### src/rtl/bdhr_pkg.sv
// ============================================================================
// bdhr_pkg: shared types and constants for the button debouncer
// Holds the payload structs, the button status codes and the register map.
// ============================================================================
package bdhr_pkg;

    localparam int PIN_W = 8;
    localparam int ADDR_W = 5;

    typedef enum logic [1:0] {
        ST_NO_PRESSED = 2'd0,
        ST_PRESSED    = 2'd1,
        ST_ON_HOLD    = 2'd2
    } t_btn_status;

    localparam logic MODE_TICK = 1'b0;
    localparam logic MODE_READ = 1'b1;

    localparam logic [2:0] REG_BUTTON_COUNT   = 3'd0;
    localparam logic [2:0] REG_ACTIVE_LEVEL   = 3'd1;
    localparam logic [2:0] REG_SAMPLE_DIVIDER = 3'd2;
    localparam logic [2:0] REG_HOLD_TIMEOUT   = 3'd3;
    localparam logic [2:0] REG_REPEAT_PERIOD  = 3'd4;

    typedef struct packed {
        logic             mode;
        logic [PIN_W-1:0] pin_levels;
        logic [2:0]       button_index;
    } t_in_item;

    typedef struct packed {
        logic       event_res;
        logic [1:0] status;
    } t_out_item;

endpackage

### src/rtl/button_debounce_hold_repeat.sv
// ============================================================================
// button_debounce_hold_repeat: debounced button scanner with hold and repeat
// Scans the buttons one per cycle through a shared visit unit and reports
// press, long-press and auto-repeat events.
// ============================================================================
// Usage:
//   Input channel (i_in_valid / o_in_ready / i_in_item): each transaction is
//   either a timer tick carrying all raw pin levels, or a status read of one
//   button. Every transaction yields exactly one result transaction on the
//   output channel (o_out_valid / i_out_ready / o_out_item).
//   Sequencing: a tick that starts a sampling pass visits buttons 0 .. n-1,
//   n = min(button_count, NUM_BUTTONS), one per cycle, through a single
//   visit unit, then goes to the done state. A read, or a tick that only
//   advances the divider, goes from idle straight to the done state. The next
//   transaction is accepted as soon as the sequencer is back in idle.
//   A finished result sits in the output register; a new transaction is
//   accepted while it waits. If the receiver stalls, the following result
//   holds in the done state until the output register frees up.
//   Reset: all buttons start released and acknowledged, the debounce
//   history holds the inactive level, counters clear and the registers
//   take their defaults (8 buttons, active low, divider 1, hold 50,
//   repeat 10). The APB port is always ready; write only while idle.
// ============================================================================
module button_debounce_hold_repeat #(
    parameter int NUM_BUTTONS = 8
) (
    input  logic                    i_clk,
    input  logic                    i_rst_n,
    input  logic                    i_in_valid,
    output logic                    o_in_ready,
    input  bdhr_pkg::t_in_item      i_in_item,
    output logic                    o_out_valid,
    input  logic                    i_out_ready,
    output bdhr_pkg::t_out_item     o_out_item,
    input  logic                    psel,
    input  logic                    penable,
    input  logic                    pwrite,
    input  logic [bdhr_pkg::ADDR_W-1:0] paddr,
    input  logic [31:0]             pwdata,
    output logic [31:0]             prdata,
    output logic                    pready
);
    import bdhr_pkg::*;

    // Index width for the per-button state, and a count width that holds
    // both the 4-bit register and NUM_BUTTONS itself.
    localparam int BW   = (NUM_BUTTONS > 1) ? $clog2(NUM_BUTTONS) : 1;
    localparam int CNTW = (BW + 1 > 4) ? BW + 1 : 4;

    typedef enum logic [1:0] {
        S_IDLE,
        S_SCAN,
        S_DONE
    } t_state;

    // Sequencer and result registers
    t_state      r_state, n_state;
    logic [BW-1:0] r_b, n_b;
    logic [BW-1:0] r_last, n_last;
    logic        r_event, n_event;
    logic [1:0]  r_status, n_status;
    logic [PIN_W-1:0] r_pins, n_pins;
    logic        r_out_valid, n_out_valid;
    t_out_item   r_out, n_out;

    // Shared counters
    logic [7:0]  r_div, n_div;
    logic [7:0]  r_rep, n_rep;

    // Per-button state
    logic [2:0]  r_hist   [NUM_BUTTONS];
    logic [2:0]  n_hist   [NUM_BUTTONS];
    logic        r_stable [NUM_BUTTONS];
    logic        n_stable [NUM_BUTTONS];
    logic [7:0]  r_cd     [NUM_BUTTONS];
    logic [7:0]  n_cd     [NUM_BUTTONS];
    t_btn_status r_cur    [NUM_BUTTONS];
    t_btn_status n_cur    [NUM_BUTTONS];
    t_btn_status r_ack    [NUM_BUTTONS];
    t_btn_status n_ack    [NUM_BUTTONS];

    // Configuration registers
    logic [3:0]  r_btn_cnt;
    logic        r_act_lvl;
    logic [7:0]  r_smp_div;
    logic [7:0]  r_hold_to;
    logic [7:0]  r_rep_per;

    // Visit unit signals
    logic [NUM_BUTTONS-1:0] w_pins_ext;
    logic        w_level;
    logic [2:0]  w_h;
    logic [7:0]  w_cd_dec;
    logic [7:0]  w_cd;
    logic        w_stable;
    t_btn_status w_st;
    t_btn_status w_ack;
    logic [7:0]  w_rep;
    logic        w_evt;

    // Input decode
    logic        w_in_acc;
    logic        w_cfg_wr;
    logic [7:0]  w_div_inc;
    logic [CNTW-1:0] w_cnt_ext;
    logic [CNTW-1:0] w_cnt_sat;
    logic        w_rd_ok;
    logic [BW-1:0] w_rd_addr;

    assign pready      = 1'b1;
    assign o_in_ready  = (r_state == S_IDLE);
    assign o_out_valid = r_out_valid;
    assign o_out_item  = r_out;
    assign w_in_acc    = i_in_valid && o_in_ready;
    assign w_cfg_wr    = psel && penable && pwrite;

    // Buttons beyond the pin field read level 0
    for (genvar gi = 0; gi < NUM_BUTTONS; gi++) begin : g_pin
        if (gi < PIN_W) begin : g_real
            assign w_pins_ext[gi] = r_pins[gi];
        end else begin : g_zero
            assign w_pins_ext[gi] = 1'b0;
        end
    end

    // Register readback
    always_comb begin
        case (paddr[4:2])
            REG_BUTTON_COUNT:   prdata = {28'd0, r_btn_cnt};
            REG_ACTIVE_LEVEL:   prdata = {31'd0, r_act_lvl};
            REG_SAMPLE_DIVIDER: prdata = {24'd0, r_smp_div};
            REG_HOLD_TIMEOUT:   prdata = {24'd0, r_hold_to};
            REG_REPEAT_PERIOD:  prdata = {24'd0, r_rep_per};
            default:            prdata = 32'd0;
        endcase
    end

    // Tick decode: divider step and saturated scan length
    assign w_div_inc = r_div + 8'd1;
    assign w_cnt_ext = CNTW'(r_btn_cnt);
    assign w_cnt_sat = (w_cnt_ext > CNTW'(NUM_BUTTONS)) ? CNTW'(NUM_BUTTONS) : w_cnt_ext;
    assign w_rd_ok   = (32'(i_in_item.button_index) < 32'(NUM_BUTTONS));
    assign w_rd_addr = BW'(i_in_item.button_index);

    // Shared visit unit: debounce, hold countdown, event and repeat for button r_b
    always_comb begin
        w_level  = w_pins_ext[r_b];
        w_h      = {r_hist[r_b][1:0], w_level};
        w_cd     = r_cd[r_b];
        w_st     = r_cur[r_b];
        w_ack    = r_ack[r_b];
        w_stable = r_stable[r_b];
        w_rep    = r_rep;
        w_evt    = r_event;
        w_cd_dec = w_cd - 8'd1;

        // Run the hold countdown; expiry means on_hold
        if (w_cd != 8'd0) begin
            w_cd = w_cd_dec;
            if (w_cd_dec == 8'd0) begin
                w_st = ST_ON_HOLD;
            end
        end

        // Accept a new stable level only when all three samples agree
        if ((w_h == 3'b000 || w_h == 3'b111) && (w_level != w_stable)) begin
            w_stable = w_level;
            if (w_level == r_act_lvl) begin
                w_cd = r_hold_to;
            end else begin
                w_st = (w_cd != 8'd0) ? ST_PRESSED : ST_NO_PRESSED;
                w_cd = 8'd0;
            end
        end

        // Raise the event on an unacknowledged change; repeat while held
        if (w_st != w_ack) begin
            w_evt = 1'b1;
        end else if (w_st == ST_ON_HOLD) begin
            w_rep = r_rep + 8'd1;
            if (w_rep == r_rep_per) begin
                w_rep = 8'd0;
                w_ack = ST_NO_PRESSED;
                w_evt = 1'b1;
            end
        end
    end

    // Sequencer
    always_comb begin
        n_state     = r_state;
        n_b         = r_b;
        n_last      = r_last;
        n_event     = r_event;
        n_status    = r_status;
        n_pins      = r_pins;
        n_out       = r_out;
        n_out_valid = r_out_valid;
        n_div       = r_div;
        n_rep       = r_rep;
        n_hist      = r_hist;
        n_stable    = r_stable;
        n_cd        = r_cd;
        n_cur       = r_cur;
        n_ack       = r_ack;

        if (r_out_valid && i_out_ready) begin
            n_out_valid = 1'b0;
        end

        case (r_state)
            S_IDLE: begin
                if (w_in_acc) begin
                    n_event  = 1'b0;
                    n_status = 2'd0;
                    n_pins   = i_in_item.pin_levels;
                    n_b      = '0;
                    n_state  = S_DONE;
                    if (i_in_item.mode == MODE_TICK) begin
                        n_div = w_div_inc;
                        if (w_div_inc == r_smp_div) begin
                            n_div = 8'd0;
                            if (w_cnt_sat != '0) begin
                                n_last  = BW'(w_cnt_sat - CNTW'(1));
                                n_state = S_SCAN;
                            end
                        end
                    end else if (w_rd_ok) begin
                        // Return status, clear pressed, acknowledge
                        n_status = r_cur[w_rd_addr];
                        if (r_cur[w_rd_addr] == ST_PRESSED) begin
                            n_cur[w_rd_addr] = ST_NO_PRESSED;
                            n_ack[w_rd_addr] = ST_NO_PRESSED;
                        end else begin
                            n_ack[w_rd_addr] = r_cur[w_rd_addr];
                        end
                    end
                end
            end
            S_SCAN: begin
                n_hist[r_b]   = w_h;
                n_stable[r_b] = w_stable;
                n_cd[r_b]     = w_cd;
                n_cur[r_b]    = w_st;
                n_ack[r_b]    = w_ack;
                n_rep         = w_rep;
                n_event       = w_evt;
                if (r_b == r_last) begin
                    n_state = S_DONE;
                end else begin
                    n_b = r_b + BW'(1);
                end
            end
            S_DONE: begin
                // Hold the result until the output register is free
                if (!r_out_valid || i_out_ready) begin
                    n_out.event_res = r_event;
                    n_out.status    = r_status;
                    n_out_valid     = 1'b1;
                    n_state         = S_IDLE;
                end
            end
            default: begin
                n_state = S_IDLE;
            end
        endcase
    end

    always_ff @(posedge i_clk) begin
        if (!i_rst_n) begin
            r_state     <= S_IDLE;
            r_b         <= '0;
            r_last      <= '0;
            r_event     <= 1'b0;
            r_status    <= 2'd0;
            r_out_valid <= 1'b0;
            r_div       <= 8'd0;
            r_rep       <= 8'd0;
            r_btn_cnt   <= 4'd8;
            r_act_lvl   <= 1'b0;
            r_smp_div   <= 8'd1;
            r_hold_to   <= 8'd50;
            r_rep_per   <= 8'd10;
            for (int i = 0; i < NUM_BUTTONS; i++) begin
                r_hist[i]   <= 3'b111;
                r_stable[i] <= 1'b1;
                r_cd[i]     <= 8'd0;
                r_cur[i]    <= ST_NO_PRESSED;
                r_ack[i]    <= ST_NO_PRESSED;
            end
        end else begin
            r_state     <= n_state;
            r_b         <= n_b;
            r_last      <= n_last;
            r_event     <= n_event;
            r_status    <= n_status;
            r_out_valid <= n_out_valid;
            r_div       <= n_div;
            r_rep       <= n_rep;
            r_hist      <= n_hist;
            r_stable    <= n_stable;
            r_cd        <= n_cd;
            r_cur       <= n_cur;
            r_ack       <= n_ack;
            if (w_cfg_wr) begin
                case (paddr[4:2])
                    REG_BUTTON_COUNT:   r_btn_cnt <= pwdata[3:0];
                    REG_ACTIVE_LEVEL:   r_act_lvl <= pwdata[0];
                    REG_SAMPLE_DIVIDER: r_smp_div <= pwdata[7:0];
                    REG_HOLD_TIMEOUT:   r_hold_to <= pwdata[7:0];
                    REG_REPEAT_PERIOD:  r_rep_per <= pwdata[7:0];
                    default: begin
                    end
                endcase
            end
        end
        r_pins <= n_pins;
        r_out  <= n_out;
    end

endmodule

### config.mk
export PLATFORM = sky130hd
export DESIGN_NAME = button_debounce_hold_repeat
export DESIGN_NICKNAME = d
export VERILOG_FILES = /design/src/rtl/bdhr_pkg.sv /design/src/rtl/button_debounce_hold_repeat.sv
export SDC_FILE = /design/constraint.sdc
export NUM_CORES = 1
export LEC_CHECK = 0
export BUFFER_PORTS_ARGS = -buffer_cell sky130_fd_sc_hd__buf_2
export CAP_MARGIN = 10
export CORE_MARGIN = 2
export CORE_UTILIZATION = 65
export CTS_BUF_LIST = sky130_fd_sc_hd__clkbuf_4 sky130_fd_sc_hd__clkbuf_8 sky130_fd_sc_hd__clkbuf_16
export DETAILED_ROUTE_END_ITERATION = 10
export PLACE_DENSITY = 0.86
export SETUP_SLACK_MARGIN = 0.02
export SLEW_MARGIN = 20
export SYNTH_ARGS = -nofsm -noshare
export SYNTH_HDL_FRONTEND = slang
export SYNTH_SLANG_ARGS = --single-unit
export TNS_END_PERCENT = 100
### constraint.sdc
create_clock -name i_clk -period 5.9 [get_ports i_clk]
set_input_delay 0.59 -clock i_clk [delete_from_list [all_inputs] [get_ports i_clk]]
set_output_delay 0.59 -clock i_clk [all_outputs]
set_load 0.03 [all_outputs]
==> flow_summary_export.csv <==
group,metric,value,unit
clock_tree,clockBufferDepth,2,
floorplan,die_y,129,um
run,drv_cap,0,
timing,slew_violations,0,
synth,synthSimpleGateAreaFrac,19.7,%
clock_tree,cts_buffers,17,
setup_path,arrival,4.41,ns
floorplan,initial_core_util,66.5,%
route,avgRoutedWirePerCell,19.2,um
grt,grt_overflow,0,
setup_path,start_kind,"flip-flop",
clock_tree,clkTransAtPathRegs,0.08,ns
grt,grt_pass1_wl,41700,um
floorplan,die_w,129,um
place,portBuffers,42,
final_layout,antenna_cells,0,
route,dr_total_vias,8863,
synth,synth_compound_area_share,18.4,%
hold_path,min-delay-start,"i_in_item[6]",
synth,synth_top_cells_by_area,"dfxtp_1 (35%), mux2i_1 (6.1%), mux4_2 (6.0%), nor2_1 (5.9%), nand2_1 (3.8%)",
clock_tree,cts_root_buf,"clkbuf_16",
clock_tree,cts_tree,"done",
synth,yosysUniqueCellTypes,73,
timing,finClkSkew,0.0110,ns
route,postRouteAntennaNets,0,
synth,async_flop_share,0,%
setup_path,cp.required,6.19,ns
synth,synth_top_family_by_area,"simple AND/OR/NAND/NOR gates",
pwr,pwr_density_cell,259,nW/um2
grt,track_usage,31.9,%
clock_tree,cts_setup_buffers,0,
grt,grt_max_degree,69,
synth,netlist.area_leader.share,35.1,%
setup_path,crit_type,"flip-flop to flip-flop",
synth,synthCells,1146,
route,wl,25900,um
timing,finalSetupViolations,0,
place,dp_hpwl,17400,um
synth,ys_seq_area_share,38.3,%
synth,synth_area_per_cell,8.82,um2
floorplan,coreArea,15200,um2
route,dr.pass1.iters,6,
timing,final_hold_viol_count,0,
synth,syn_area,10100,um2
synth,synth_adder_area_share,0.743,%
run_status,status,"finished, final reports clean",
timing,slew-limit-headroom,43.4,%
timing,fmax,243,MHz
synth,synth-edff-count,11,
synth,synth_top_area_cell,"dfxtp_1",
final_layout,areaGrowthSynthToFinish,7.41,%
hold_path,whs_path_depth,1,
floorplan,die_area,16600,um2
pwr,p_leak,3.91,nW
floorplan,io_pins,94,
timing,tns,0,ns
final_layout,drive_gt1_share,14.8,%
clock_tree,ctsHoldBuffers,0,
setup_path,r2r_cells,10,
setup_path,end_kind,"flip-flop",
route,via_per_inst,6.58,
clock_tree,cts_max_level,4,
grt,grt_pass1_vias,8261,
pwr,ir_drop,0.207,mV
synth,synth_seq_cells,188,
timing,rsz0062_at_grt,"false",
route,drt-initial-drc-count,1042,
clock_tree,cts-resized-gates,0,
final_layout,final_nets,1208,
timing,period_minus_slack,4.12,ns
floorplan,row_count,45,
place,gp_congestion,0.936,
route,drc,0,
synth,synth_xor_area_share,2.86,%
setup_path,r2r_start,"r_b[2]",
grt,antenna_found_initial,0,
setup_path,cp-startpoint,"r_b[2]",
pwr,power.total,2.81,mW
synth,synthFlopType,"dfxtp_1",
synth,yosysWarningCount,0,
clock_tree,cts_sinks,188,
timing,post-route-period-util,69.8,%
setup_path,worstPathMaxFanout,23,
synth,synthMuxAreaShare,13.7,%
timing,tightest_slew,0.845,ns
hold_path,hold_class,"input port to flip-flop",
clock_tree,clk_latency,0.45,ns
-- worst max-delay path: stages (launching register included) --
cell and delay (ns):
dfxtp_2 0.74, buf_4 0.38, mux4_2 0.36, mux2i_4 0.27
ha_1 0.28, nand3_1 0.15, xor2_1 0.37, a31oi_1 0.20
or4_1 0.66, a311oi_1 0.42, nor3_1 0.11
-- Yosys cell counts (7+ instances only) --
library cell / n
buf_2: 12
mux4_2: 27
nor2b_1: 17
a311oi_1: 8
clkbuf_1: 55
o211ai_1: 27
nand3_1: 33
dfxtp_1: 177
or3_1: 10
a31oi_1: 18
inv_1: 15
mux2_2: 7
mux2i_1: 62
edfxtp_1: 11
and3_1: 10
buf_4: 31
a21oi_1: 54
o21ai_0: 50
xor2_1: 16
o22ai_1: 10
xnor2_1: 17
nand2b_1: 19
nand2_1: 101
nor2_1: 159
a211oi_1: 45
nor3_1: 41
-- where the power goes --
part | internal, mW | switching (mW) | total, mW
Combinational | 0.114 | 0.268 | 0.382
Clock | 0.562 | 0.541 | 1.10
Sequential | 1.30 | 0.0186 | 1.32
Total | 1.98 | 0.827 | 2.81
-- final cells by class --
cell class | count | area, um2
repair buffers | 65 | 383
clock inverters | 14 | 130
clock buffers | 18 | 433
well taps | 188 | 235
fillers | 1145 | 4350
inverters | 16 | 65.1
multi-input cells | 858 | 5730
flip-flops and latches | 188 | 3880
-- registers in the layout (all words and copies together) (netlist names), 3 cells and up --
name,flops
r_hist,16
r_cd,64
r_rep,8
r_ack,16
r_div,8
r_stable,8
r_last,3
r_cur,16
r_b,3
r_hold_to,8
r_pins,8
r_smp_div,8
r_btn_cnt,4
o_out_item,3
r_rep_per,8
-- cells by family (layout without fill, tap and decap cells) --
logic type | Yosys count | in the layout
XOR/XNOR | 33 | 33
AND/OR/NAND/NOR | 428 | 428
AO/OA/AOI/OAI | 266 | 266
other | 2 | 25
adder cells (fa/ha/maj) | 6 | 6
flip-flops | 188 | 188
buffers and inverters | 123 | 113
multiplexers | 100 | 100
-- worst paths after layout --
kind              slack, ns       endpoint
setup / recovery       1.78      r_ack[13]
hold / removal         0.31      r_pins[3]
setup reg to reg       1.78      r_ack[13]
hold reg to reg        0.44  o_out_item[2]
-- layer usage --
layer | up-vias | GRT usage (%) | wire (um)
met4 | 0 | 13.5 | 838
met1 | 4233 | 41.0 | 10400
met3 | 83 | 6.36 | 2230
met2 | 443 | 52.8 | 12400
li1 | 4104 | - | -
met5 | - | 0 | 0
-- through the flow --
stage / hold WS [ns] / worst slack (ns) / cells / utilization [%] / instance area (um2)
finish: 0.310 / 1.78 / 1347 / 71.4 / 10900
CTS: 0.305 / 1.92 / 1347 / 71.3 / 10800
global placement: 0.422 / 2.14 / 1315 / 67.6 / 10300
global route: 0.309 / 1.62 / 1347 / 71.4 / 10900
floorplan: 0.408 / 2.85 / 1169 / - / 10200
detailed placement: 0.422 / 1.96 / 1315 / 67.6 / 10300
-- layout by cell type, fill, tap and decap left out, drive strengths merged, types with 24 or more instances in the layout --
master  synthesis  layout
a211oi         45      45
a21oi          61      61
buf            52      65
conb            2      25
dfxtp         177     177
inv            16      24
mux2i          66      66
mux4           27      27
nand2         102     102
nand3          33      33
nor2          159     159
nor3           43      43
o211ai         27      27
o21ai          51      51
No activity file was read; power rests on OpenSTA's default activity.
